--- src/acs_pkg.sv ---
// ----------------------------------------------------------------------------
// Anchor chaining score - shared package
// Widths, fixed-point constants and the structs passed between the ring
// cells, the link unit and the top level.
// ----------------------------------------------------------------------------
package acs_pkg;

  localparam int unsigned PosW   = 31;
  localparam int unsigned ScoreW = 31;
  localparam int unsigned BaseW  = 8;
  localparam int unsigned DiffW  = 32;
  localparam int unsigned ValW   = 35;
  localparam int unsigned SumW   = 32;
  localparam int unsigned T1W    = 33;
  localparam int unsigned GapQW  = 25;
  localparam int unsigned GapRW  = 7;
  localparam int unsigned T2W    = 15;
  localparam int unsigned PenLoW = 8;

  // floor(gap / 100) for gap below 2^31 is (gap * GapRecip) >> GapShift.
  localparam logic [31:0]  GapRecip  = 32'd2748779070;
  localparam int unsigned  GapShift  = 38;
  localparam int unsigned  GapProdW  = 63;
  localparam logic [6:0]   Hundred   = 7'd100;
  // floor(t / 100) for t below 2^15 is (t * PenRecip) >> PenShift.
  localparam logic [15:0]  PenRecip  = 16'd41944;
  localparam int unsigned  PenShift  = 22;
  localparam int unsigned  PenProdW  = 31;

  localparam logic [BaseW-1:0]  BaseReset = 8'd15;
  localparam logic [ScoreW-1:0] ScoreMax  = '1;

  // Registers between the link unit's inputs and its result.
  localparam int unsigned LinkLat = 7;
  localparam int unsigned DrainW  = $clog2(LinkLat);

  typedef struct packed {
    logic [PosW-1:0]   ref_pos;
    logic [PosW-1:0]   query_pos;
    logic [ScoreW-1:0] score;
  } entry_t;

  typedef struct packed {
    logic shift;
    logic insert;
  } ring_ctl_t;

  typedef struct packed {
    logic             issue;
    logic [PosW-1:0]  ref_pos;
    logic [PosW-1:0]  query_pos;
    logic [BaseW-1:0] base;
  } probe_t;

  typedef struct packed {
    logic                   ok;
    logic signed [ValW-1:0] value;
  } link_res_t;

endpackage

--- src/acs_if.sv ---
// ----------------------------------------------------------------------------
// Anchor chaining score - channel interfaces
// Valid/ready channels for anchor words in and score words out.
// ----------------------------------------------------------------------------
interface acs_in_if;
  import acs_pkg::*;

  logic            valid;
  logic            ready;
  logic [PosW-1:0] ref_pos;
  logic [PosW-1:0] query_pos;
  logic            chain_start;

  modport source (output valid, ref_pos, query_pos, chain_start, input ready);
  modport sink   (input valid, ref_pos, query_pos, chain_start, output ready);
endinterface

interface acs_out_if;
  import acs_pkg::*;

  logic              valid;
  logic              ready;
  logic [ScoreW-1:0] chain_score;
  logic              score_saturated;

  modport source (output valid, chain_score, score_saturated, input ready);
  modport sink   (input valid, chain_score, score_saturated, output ready);
endinterface

--- src/acs_cell.sv ---
// ----------------------------------------------------------------------------
// Anchor chaining score - window cell
// Holds one window entry and passes it to its neighbour on every shift.
// ----------------------------------------------------------------------------
module acs_cell (
  input  logic               clk_i,
  input  acs_pkg::ring_ctl_t ctl_i,
  input  acs_pkg::entry_t    neigh_i,
  input  acs_pkg::entry_t    new_i,
  output acs_pkg::entry_t    entry_o
);
  import acs_pkg::*;

  entry_t entry_q;
  entry_t entry_d;

  assign entry_d = ctl_i.insert ? new_i : neigh_i;

  always_ff @(posedge clk_i) begin
    if (ctl_i.shift) begin
      entry_q <= entry_d;
    end
  end

  assign entry_o = entry_q;

endmodule

--- src/acs_link.sv ---
// ----------------------------------------------------------------------------
// Anchor chaining score - link unit
// Seven-stage pipeline giving the value of linking one predecessor entry
// to the current anchor: score + min(dx, dy, k) - floor(k * |dy - dx| / 100).
// ----------------------------------------------------------------------------
module acs_link (
  input  logic               clk_i,
  input  logic               rst_ni,
  input  acs_pkg::probe_t    probe_i,
  input  acs_pkg::entry_t    pred_i,
  output acs_pkg::link_res_t res_o
);
  import acs_pkg::*;

  // Stage valid bits; after stage 1, set only for a predecessor that counts.
  logic [LinkLat-1:0] ok_q;
  logic               ok2_d;

  // Stage 1
  logic signed [DiffW-1:0] s1_dx_q, s1_dy_q;
  logic [ScoreW-1:0]       s1_score_q;
  logic [BaseW-1:0]        s1_base_q;
  // Stage 2
  logic [PosW-1:0]   min_d;
  logic [DiffW-1:0]  diff_d, diff_abs_d;
  logic [BaseW-1:0]  bonus_d;
  logic [BaseW-1:0]  s2_bonus_q, s2_base_q;
  logic [PosW-1:0]   s2_gap_q;
  logic [ScoreW-1:0] s2_score_q;
  // Stage 3
  logic [GapProdW-1:0] gap_prod_d;
  logic [GapQW-1:0]    s3_gq_q;
  logic [PosW-1:0]     s3_gap_q;
  logic [BaseW-1:0]    s3_bonus_q, s3_base_q;
  logic [ScoreW-1:0]   s3_score_q;
  // Stage 4
  logic [DiffW-1:0]  gq_x100_d, grem_d;
  logic [GapRW-1:0]  s4_gr_q;
  logic [T1W-1:0]    s4_t1_q;
  logic [BaseW-1:0]  s4_bonus_q, s4_base_q;
  logic [ScoreW-1:0] s4_score_q;
  // Stage 5
  logic [T2W-1:0]    s5_t2_q;
  logic [T1W-1:0]    s5_t1_q;
  logic [BaseW-1:0]  s5_bonus_q;
  logic [ScoreW-1:0] s5_score_q;
  // Stage 6
  logic [PenProdW-1:0] pen_prod_d;
  logic [PenLoW-1:0]   s6_pen_q;
  logic [SumW-1:0]     s6_sum_q;
  logic [T1W-1:0]      s6_t1_q;
  // Stage 7
  logic signed [ValW-1:0] s7_val_q;

  // A predecessor counts only when it lies strictly before on both axes.
  assign ok2_d = ok_q[0] && !s1_dx_q[DiffW-1] && (s1_dx_q != '0)
                         && !s1_dy_q[DiffW-1] && (s1_dy_q != '0);

  assign min_d   = (s1_dx_q < s1_dy_q) ? s1_dx_q[PosW-1:0] : s1_dy_q[PosW-1:0];
  assign bonus_d = (min_d < PosW'(s1_base_q)) ? min_d[BaseW-1:0] : s1_base_q;
  assign diff_d     = s1_dy_q - s1_dx_q;
  assign diff_abs_d = diff_d[DiffW-1] ? (DiffW'(0) - diff_d) : diff_d;

  assign gap_prod_d = GapProdW'(s2_gap_q) * GapProdW'(GapRecip);
  assign gq_x100_d  = DiffW'(s3_gq_q) * DiffW'(Hundred);
  assign grem_d     = DiffW'(s3_gap_q) - gq_x100_d;
  assign pen_prod_d = PenProdW'(s5_t2_q) * PenProdW'(PenRecip);

  always_ff @(posedge clk_i or negedge rst_ni) begin
    if (!rst_ni) begin
      ok_q <= '0;
    end else begin
      ok_q <= {ok_q[LinkLat-2:1], ok2_d, probe_i.issue};
    end
  end

  always_ff @(posedge clk_i) begin
    s1_dx_q    <= signed'({1'b0, probe_i.ref_pos}   - {1'b0, pred_i.ref_pos});
    s1_dy_q    <= signed'({1'b0, probe_i.query_pos} - {1'b0, pred_i.query_pos});
    s1_score_q <= pred_i.score;
    s1_base_q  <= probe_i.base;

    s2_bonus_q <= bonus_d;
    s2_gap_q   <= diff_abs_d[PosW-1:0];
    s2_score_q <= s1_score_q;
    s2_base_q  <= s1_base_q;

    s3_gq_q    <= gap_prod_d[GapProdW-1 -: GapQW];
    s3_gap_q   <= s2_gap_q;
    s3_bonus_q <= s2_bonus_q;
    s3_base_q  <= s2_base_q;
    s3_score_q <= s2_score_q;

    s4_gr_q    <= grem_d[GapRW-1:0];
    s4_t1_q    <= T1W'(s3_gq_q) * T1W'(s3_base_q);
    s4_bonus_q <= s3_bonus_q;
    s4_base_q  <= s3_base_q;
    s4_score_q <= s3_score_q;

    s5_t2_q    <= T2W'(s4_gr_q) * T2W'(s4_base_q);
    s5_t1_q    <= s4_t1_q;
    s5_bonus_q <= s4_bonus_q;
    s5_score_q <= s4_score_q;

    s6_pen_q   <= pen_prod_d[PenShift +: PenLoW];
    s6_sum_q   <= SumW'(s5_score_q) + SumW'(s5_bonus_q);
    s6_t1_q    <= s5_t1_q;

    s7_val_q   <= signed'(ValW'(s6_sum_q)) - signed'(ValW'(s6_t1_q))
                - signed'(ValW'(s6_pen_q));
  end

  assign res_o.ok    = ok_q[LinkLat-1];
  assign res_o.value = s7_val_q;

endmodule

--- src/anchor_chaining_score.sv ---
// ----------------------------------------------------------------------------
// Anchor chaining score - top level
// Scores sorted seed anchors against a window of recent anchors held in a
// ring of cells that rotates past one pipelined link unit.
// ----------------------------------------------------------------------------
//   channel   direction  handshake           word
//   in_i      in         valid / ready       ref_pos, query_pos, chain_start
//   out_o     out        valid / ready       chain_score, score_saturated
//   cfg       in         cfg_we_i            base_score (cfg_wdata_i)
//
// An anchor occupies the block while it is accepted, while the ring rotates
// each entry past the link unit, while that unit's pipeline empties, and
// while the entry and the result are stored. The output register lets the
// next anchor in while a score waits; the block stalls only when a new
// score is ready and the old one is not taken. Reset empties the window and
// sets base_score to 15; no clearing pass.
// ----------------------------------------------------------------------------
module anchor_chaining_score #(
  parameter int unsigned WINDOW = 16
) (
  input  logic                      clk_i,
  input  logic                      rst_ni,
  input  logic                      cfg_we_i,
  input  logic [acs_pkg::BaseW-1:0] cfg_wdata_i,
  acs_in_if.sink                    in_i,
  acs_out_if.source                 out_o
);
  import acs_pkg::*;

  localparam int unsigned FillW = $clog2(WINDOW + 1);

  typedef enum logic [1:0] {StIdle, StScan, StDrain, StDone} state_e;

  state_e             state_q;
  logic [FillW-1:0]   scan_q;
  logic [FillW-1:0]   fill_q;
  logic [DrainW-1:0]  drain_q;
  logic [BaseW-1:0]   base_q;
  logic [PosW-1:0]    ref_q, query_q;
  logic signed [ValW-1:0] best_q;
  logic               out_valid_q;
  logic [ScoreW-1:0]  out_score_q;
  logic               out_sat_q;

  logic               in_acc;
  logic               out_free;
  logic               sat_d;
  logic [ScoreW-1:0]  score_d;
  logic               issue_d;
  ring_ctl_t          ring_ctl;
  entry_t             new_entry;
  entry_t             cell_q [WINDOW];
  probe_t             probe;
  link_res_t          link_res;

  assign in_acc   = in_i.valid && in_i.ready;
  assign out_free = !out_valid_q || out_o.ready;

  assign sat_d   = best_q > signed'(ValW'(ScoreMax));
  assign score_d = sat_d ? ScoreMax : best_q[ScoreW-1:0];

  // The entry leaving the last cell during scan step t sat in cell
  // WINDOW-1-t; the filled cells are the lowest fill_q ones.
  assign issue_d = (state_q == StScan) &&
                   (({1'b0, scan_q} + {1'b0, fill_q}) >= (FillW + 1)'(WINDOW));

  assign ring_ctl.shift  = (state_q == StScan) || ((state_q == StDone) && out_free);
  assign ring_ctl.insert = (state_q == StDone);

  assign new_entry.ref_pos   = ref_q;
  assign new_entry.query_pos = query_q;
  assign new_entry.score     = score_d;

  for (genvar i = 0; i < WINDOW; i++) begin : g_cell
    ring_ctl_t cell_ctl;
    if (i == 0) begin : g_head
      assign cell_ctl = ring_ctl;
      acs_cell u_cell (
        .clk_i   (clk_i),
        .ctl_i   (cell_ctl),
        .neigh_i (cell_q[WINDOW-1]),
        .new_i   (new_entry),
        .entry_o (cell_q[i])
      );
    end else begin : g_body
      assign cell_ctl.shift  = ring_ctl.shift;
      assign cell_ctl.insert = 1'b0;
      acs_cell u_cell (
        .clk_i   (clk_i),
        .ctl_i   (cell_ctl),
        .neigh_i (cell_q[i-1]),
        .new_i   (new_entry),
        .entry_o (cell_q[i])
      );
    end
  end

  assign probe.issue     = issue_d;
  assign probe.ref_pos   = ref_q;
  assign probe.query_pos = query_q;
  assign probe.base      = base_q;

  acs_link u_link (
    .clk_i   (clk_i),
    .rst_ni  (rst_ni),
    .probe_i (probe),
    .pred_i  (cell_q[WINDOW-1]),
    .res_o   (link_res)
  );

  always_ff @(posedge clk_i or negedge rst_ni) begin
    if (!rst_ni) begin
      state_q     <= StIdle;
      scan_q      <= '0;
      fill_q      <= '0;
      drain_q     <= '0;
      base_q      <= BaseReset;
      ref_q       <= '0;
      query_q     <= '0;
      best_q      <= '0;
      out_valid_q <= 1'b0;
      out_score_q <= '0;
      out_sat_q   <= 1'b0;
    end else begin
      if (cfg_we_i) begin
        base_q <= cfg_wdata_i;
      end
      // A finished score takes the output register as the old word leaves.
      if ((state_q == StDone) && out_free) begin
        out_valid_q <= 1'b1;
      end else if (out_o.ready) begin
        out_valid_q <= 1'b0;
      end
      if (link_res.ok && (link_res.value > best_q)) begin
        best_q <= link_res.value;
      end

      case (state_q)
        StIdle: begin
          if (in_acc) begin
            ref_q   <= in_i.ref_pos;
            query_q <= in_i.query_pos;
            best_q  <= signed'(ValW'(base_q));
            scan_q  <= '0;
            if (in_i.chain_start) begin
              fill_q <= '0;
            end
            state_q <= StScan;
          end
        end
        StScan: begin
          scan_q <= scan_q + 1'b1;
          if (scan_q == FillW'(WINDOW - 1)) begin
            drain_q <= '0;
            state_q <= StDrain;
          end
        end
        StDrain: begin
          drain_q <= drain_q + 1'b1;
          if (drain_q == DrainW'(LinkLat - 1)) begin
            state_q <= StDone;
          end
        end
        StDone: begin
          if (out_free) begin
            out_score_q <= score_d;
            out_sat_q   <= sat_d;
            if (fill_q != FillW'(WINDOW)) begin
              fill_q <= fill_q + 1'b1;
            end
            state_q <= StIdle;
          end
        end
        default: begin
          state_q <= StIdle;
        end
      endcase
    end
  end

  assign in_i.ready            = (state_q == StIdle);
  assign out_o.valid           = out_valid_q;
  assign out_o.chain_score     = out_score_q;
  assign out_o.score_saturated = out_sat_q;

endmodule

--- src/flat_wrapper.sv ---
// flat-port wrapper written by rule: the top's interface ports become plain ports
module anchor_chaining_score_flat import acs_pkg::*;
#(
  parameter int unsigned WINDOW = 16
)
  (clk_i, rst_ni, cfg_we_i, cfg_wdata_i, in_i_valid, in_i_ref_pos, in_i_query_pos, in_i_chain_start, in_i_ready, out_o_valid, out_o_chain_score, out_o_score_saturated, out_o_ready);
  acs_in_if in_i_i ();
  acs_out_if out_o_i ();
  input  logic clk_i;
  input  logic rst_ni;
  input  logic cfg_we_i;
  input  logic [acs_pkg::BaseW-1:0] cfg_wdata_i;
  input wire logic [$bits(in_i_i.valid)-1:0] in_i_valid;
  input wire logic [$bits(in_i_i.ref_pos)-1:0] in_i_ref_pos;
  input wire logic [$bits(in_i_i.query_pos)-1:0] in_i_query_pos;
  input wire logic [$bits(in_i_i.chain_start)-1:0] in_i_chain_start;
  output wire logic [$bits(in_i_i.ready)-1:0] in_i_ready;
  output wire logic [$bits(out_o_i.valid)-1:0] out_o_valid;
  output wire logic [$bits(out_o_i.chain_score)-1:0] out_o_chain_score;
  output wire logic [$bits(out_o_i.score_saturated)-1:0] out_o_score_saturated;
  input wire logic [$bits(out_o_i.ready)-1:0] out_o_ready;
  assign in_i_i.valid = in_i_valid;
  assign in_i_i.ref_pos = in_i_ref_pos;
  assign in_i_i.query_pos = in_i_query_pos;
  assign in_i_i.chain_start = in_i_chain_start;
  assign in_i_ready = in_i_i.ready;
  assign out_o_valid = out_o_i.valid;
  assign out_o_chain_score = out_o_i.chain_score;
  assign out_o_score_saturated = out_o_i.score_saturated;
  assign out_o_i.ready = out_o_ready;
  anchor_chaining_score #(.WINDOW(WINDOW)) u_core (.clk_i(clk_i), .rst_ni(rst_ni), .cfg_we_i(cfg_we_i), .cfg_wdata_i(cfg_wdata_i), .in_i(in_i_i), .out_o(out_o_i));
endmodule
--- config.mk ---
export PLATFORM = sky130hd
export DESIGN_NAME = anchor_chaining_score_flat
export DESIGN_NICKNAME = d
export VERILOG_FILES = /design/src/acs_pkg.sv /design/src/acs_if.sv /design/src/acs_cell.sv /design/src/acs_link.sv /design/src/anchor_chaining_score.sv /design/src/flat_wrapper.sv
export SDC_FILE = /design/constraint.sdc
export NUM_CORES = 2
export LEC_CHECK = 0
export ABC_AREA = 1
export BUFFER_PORTS_ARGS = -buffer_cell sky130_fd_sc_hd__buf_2
export CAP_MARGIN = 5
export CORE_MARGIN = 2
export CORE_UTILIZATION = 35
export DETAILED_ROUTE_END_ITERATION = 12
export PLACE_DENSITY_LB_ADDON = 0.15
export RECOVER_POWER = 100
export SYNTH_ARGS = -nofsm -noshare
export SYNTH_HDL_FRONTEND = slang
export SYNTH_SLANG_ARGS = --single-unit
--- constraint.sdc ---
create_clock -name clk_i -period 37.3 [get_ports clk_i]
set_input_delay 1.865 -clock clk_i [delete_from_list [all_inputs] [get_ports clk_i]]
set_output_delay 1.865 -clock clk_i [all_outputs]
set_load 0.01 [all_outputs]
* Word level (Yosys, flattened, before mapping)
Cells that the tools add are included.
** Storage, ports and cells
- Logic and storage cells :: 170
- Register bits after elaboration :: 2190
- Bits of input ports :: 76
- Output and inout port bits :: 34
** Operators by class
- Add/sub/neg operators :: 12
- Multiply operators :: 5
- Magnitude comparators :: 5
- Reduce and logical (&&, ||, !) cells :: 26
- Muxes and demuxes :: 24
- Equal/unequal tests :: 12
** Operators with widths (number)
- 35-bit 2-to-1 mux :: 3
- 31-bit 2-to-1 mux :: 3
- 93-bit 2-to-1 mux :: 1
- 32-bit nonzero test :: 2
- 31-bit by 31-bit subtractor with 32-bit output :: 2
- 31-bit by 31-bit multiplier with 62-bit output, second input constant :: 1
- 35-bit by 32-bit > comparator with 1-bit output, second input constant :: 1
- 35-bit > comparator :: 1
- 34-bit by 9-bit subtractor with 35-bit output :: 1
- 32-bit by 33-bit subtractor with 34-bit output :: 1
- 25-bit by 8-bit multiplier with 33-bit output :: 1
- 31-bit by 8-bit adder with 32-bit output :: 1
- 32-bit less-than comparator :: 1
- 32-bit subtractor :: 1
- 31-bit by 8-bit less-than comparator with 1-bit output :: 1
- 1-bit by 31-bit subtractor with 31-bit output, first input constant :: 1
- 15-bit by 13-bit multiplier with 27-bit output, second input constant :: 1
- 25-bit by 5-bit multiplier with 5-bit output, second input constant :: 1
- 5-bit 2-to-1 mux :: 5
- 5-bit one-hot mux with 2 select lines :: 2
- 7-bit by 8-bit multiplier with 15-bit output :: 1
- 5-bit by 1-bit adder with 5-bit output, second input constant :: 2
- 1-bit logical AND :: 8
- 2-bit 2-to-1 mux :: 4
- 23 further kinds :: 38

* Longest topological paths before layout
- Depth after elaboration :: 5
- Depth in mapped cells :: 28
- Gate-level depth less buffers :: 27

* Modules after synthesis
From an unflattened synthesis, not the netlist that was laid out.
** Unflattened totals
- Cell total of the unflattened synthesis :: 13094
- Area total of the unflattened synthesis :: 121630.4 um2
** By module, submodules not included
- acs_cell :: seq. area each 2792.7 um2, instances 16, area each 3957.5 um2, cells an instance 393
- acs_link :: seq. area each 11025.6 um2, instances 1, area each 50892.6 um2, cells an instance 5908
- anchor_chaining_score :: seq. area each 3833.7 um2, instances 1, area each 7417.1 um2, cells an instance 898

* Least setup slack after synthesis
No wires, ideal clock.
- Kind :: input port to flip-flop
- From :: input port out_o_ready
- To :: register u_core.g_cell[0].g_head.u_cell.entry_q, in the netlist u_core.g_cell[0].g_head.u_cell.entry_o[0], enable pin
- Slack :: 1.274 ns
- Data required time :: 27.160 ns
- Buffers on the path :: 0
- Setup time :: 10.140 ns
- Stages on the path :: 4
- Arrival :: 25.886 ns
- Cell sequence :: inv_1 nand2_1 nand2_1 nand2_1
** RTL lines
- start: declaration :: line flat_wrapper.sv:21 : input wire logic [$bits(out_o_i.ready)-1:0] out_o_ready;
- end signal: assignment :: line acs_cell.sv:21 : entry_q <= entry_d;
- end: declaration :: line acs_cell.sv:14 : entry_t entry_q;

==> summary.md <==
| Metric | Value |
|---|---|
| Placer Congestion | `around 0.91` |
| Via count | `58420` |
| Post-synthesis cell area | `103300 sq um` |
| Fin crit period | `18.82 ns` |
| Max frequency | `53.14 MHz` |
| RSZ-0062 raised after global routing | `no` |
| GRT Total Usage | `15.81%` |
| Total wire length | `between 200 and 250 mm` |
| Synthesis-stage register bit count | `2190` |
| Worst-skew pair later-pin latency | `0.89 ns` |
| Final nets | `10070` |
| Critical Path Start Type | `flop` |
| H-tree level count | `4` |
| Final period util | `50.46%` |
| # hold bufs at CTS | `0` |
| Failing checks | `design-rule violations, max-capacitance violations, max-slew violations` |
| Post-synth EDFFs | `1488` |
| Sink Count | `2190` |
| Slew Viols, Final | `approximately 2200` |
| Max Buffers Root-to-Sink | `4` |
| Site Rows | `199` |
| Crit path DAT | `around 19 ns` |
| Post-synthesis sequential area ratio | `57.66%` |
| Vias in the first global route | `61340` |
| HP Class | `flop to flop` |
| Post-synthesis mux area share | `0.07633%` |
| CTS Buf Count | `229` |
| Synth cell types | `67` |
| Compound-cell area share of the yosys netlist | `4.834%` |
| Most frequent cells in the layout | `1518 x inv_1, 1488 x edfxtp_1, 1252 x nand2_1` |
| CP Data Required Time | `37.60 ns` |
| Fin Setup TNS | `0 ns` |
| Post-route design area | `115800 sq um` |
| Max-Cap Viols | `33` |
| Synth Area in Adders | `21.32%` |
| Post-cts sizing count | `0` |
| Synthesized net count | `9817` |
| First-pass GRT wire length | `364.5 mm` |
| Worst setup path category | `flop to flop` |
| Ratio of cells with drive above 1 in the final layout | `5.491%` |
| Post-DP HPWL | `approximately 180 mm` |
| Worst Tran Pin Value | `10.63 ns` |
| Die Y | `between 500 and 600 microns` |
| Initial DRC Count | `4225` |
| Root Buffer | `clkbuf_16` |
| Critical Path End Type | `flop` |
| Syn-to-layout area delta | `12.12%` |
| Synth Instances | `8351` |
| Crit path from | `u_core.state_q[1]$_DFFE_PN0P_` |
| Initial antenna violation count | `5` |
| Normalized max-slew margin | `-608.5%` |
| Clock-pin slew on the worst setup and hold paths | `0.06 ns` |
| Async SR Flop Fraction | `between 7 and 8%` |
| Core area | `293800 sq um` |
| IO Count | `110` |
| Initial Util | `35.15%` |
| Synth Flop Type | `edfxtp_1` |
| Largest family of logic cells by synthesized area | `adder cells` |
| Drt pass-1 iters | `11` |
| Synth warn | `0` |
| CTS tree | `done` |
| Endpoints failing setup | `0` |
| Worst r2r src | `u_core.state_q[1]$_DFFE_PN0P_` |
| Hold wc startpoint | `u_core.u_link.s4_score_q[4]$_DFF_P_` |
| Largest net degree at the start of global routing | `roughly 220` |
| Post-Synth XOR/XNOR Area | `2.297%` |
| I/O Buffers | `109` |
| Most common cell after layout, fill and taps aside | `inv_1` |
| Drt drc | `2` |
| DIE AREA | `299400 sq um` |
| Clock skew | `0.09776 ns` |
| Die W | `547.2 microns` |
| Placement Cell Area | `approximately 110000 sq um` |
| Fin. Hold Viols | `0` |
| Vias/cell | `~4.6` |
| Syn avg cell area | `approximately 12 sq um` |
| Simple-gate share of the synthesized area | `between 7 and 8%` |
| Grt ovf | `0` |
| Crit-path max FO | `195` |
| Number of setup buffers added after CTS | `0` |
| Antenna Violating Nets Remaining | `0` |
| Routed WL per cell | `roughly 19 microns` |
| Outcome | `complete, but fails checks` |
## registers in the layout (all words and copies together) (netlist names), 32 cells and up
name / count
u_core.u_link.s6_sum_q: 32
u_core.u_link.s1_dx_q: 32
u_core.u_link.s1_dy_q: 32
u_core.u_link.s6_t1_q: 33
u_core.g_cell.g_body.u_cell.entry_o: 1395
u_core.u_link.s5_t1_q: 33
u_core.best_q: 35
u_core.u_link.s7_val_q: 35
u_core.g_cell.g_head.u_cell.entry_o: 93
u_core.u_link.s4_t1_q: 33
## Yosys cell counts (all sizes together) (2+ instances only)
master	instances	area share, %
a211oi	10	0.073
a21boi	15	0.11
a21o	24	0.17
a21oi	362	1.8
a221oi	4	0.034
a31oi	102	0.62
a41oi	3	0.025
and3	5	0.030
buf	13	0.065
clkbuf	106	0.40
dfrtp	156	3.8
dfstp	4	0.10
dfxtp	542	11
edfxtp	1488	43
fa	616	12
ha	774	9.4
inv	1524	5.5
mux2	7	0.076
nand2	1258	4.6
nand3	130	0.66
nand3b	11	0.080
nand4	55	0.33
nor2	418	1.5
nor3	54	0.28
nor3b	3	0.027
nor4	30	0.19
o2111ai	2	0.017
o211ai	7	0.051
o21a	29	0.21
o21ai	283	1.4
o21bai	25	0.18
o22ai	3	0.018
o31ai	7	0.051
or2	7	0.042
xnor2	87	0.78
xor2	177	1.5
## area by class of cell
| cell class | instances | area, sq um |
|---|---|---|
| Multi-Input combinational cell | 4518 | 37430 |
| Inverter | 1524 | 5722 |
| Fill cell | 28230 | 178000 |
| Clock buffer | 319 | 6524 |
| Antenna cell | 7 | 17.52 |
| Sequential cell | 2190 | 59540 |
| Timing Repair Buffer | 143 | 630.6 |
| Tap cell | 3919 | 4903 |
| Clock inverter | 103 | 1017 |
## cells by family after synthesis
logic type / after synthesis
flip-flops: 2190
AND/OR/NAND/NOR: 1972
buffers and inverters: 1643
adder cells (fa/ha/maj): 1390
AO/OA/AOI/OAI: 885
XOR/XNOR: 264
multiplexers: 7
## routing by layer
metal | part of all wire, % | vias up | global-route usage [%]
met3 | 3.5 | 336 | 1.865
li1 | - | 28020 | -
met1 | 47 | 29080 | 22.27
met2 | 46 | 983 | 25.40
met4 | 3.4 | 0 | 5.203
met5 | 0 | - | 0
## path summary, 6_finish.rpt
kind	endpoint	slack (ns)	cells after the start
min in group asynchronous	u_core.query_q[26]$_DFFE_PN0P_	2.22	1
min reg2reg	u_core.u_link.s5_score_q[4]$_DFF_P_	0.26	0
min	u_core.u_link.s5_score_q[4]$_DFF_P_	0.26	0
max in group asynchronous	u_core.best_q[15]$_DFF_PN0_	29.83	2
max	u_core.g_cell[4].g_body.u_cell.entry_o[4]$_DFFE_PP_	18.48	6
max reg2reg	u_core.g_cell[4].g_body.u_cell.entry_o[4]$_DFFE_PP_	18.48	6
## stage by stage
stage	cells	utilization, %	hold WS, ns	setup WS [ns]
final	12720	39.41	0.2563	18.48
after global routing	12720	39.40	0.2619	16.13
after CTS	12720	39.52	0.2508	30.40
after detailed placement	12290	36.95	0.3121	29.57
after global placement	12290	36.95	0.3108	29.80
after floorplan	8351	-	0.3096	1.274
## critical path, stage by stage, from the launching register on
cell      delay [ns]
dfrtp_1         0.39
ha_1            1.86
nand2_1         0.42
nand2_1         1.91
clkbuf_1        7.12
clkbuf_1        3.28
clkbuf_1        2.96
Power is not shown: default switching activity piles up to over one toggle a cycle in this logic, so the estimate is an artifact.
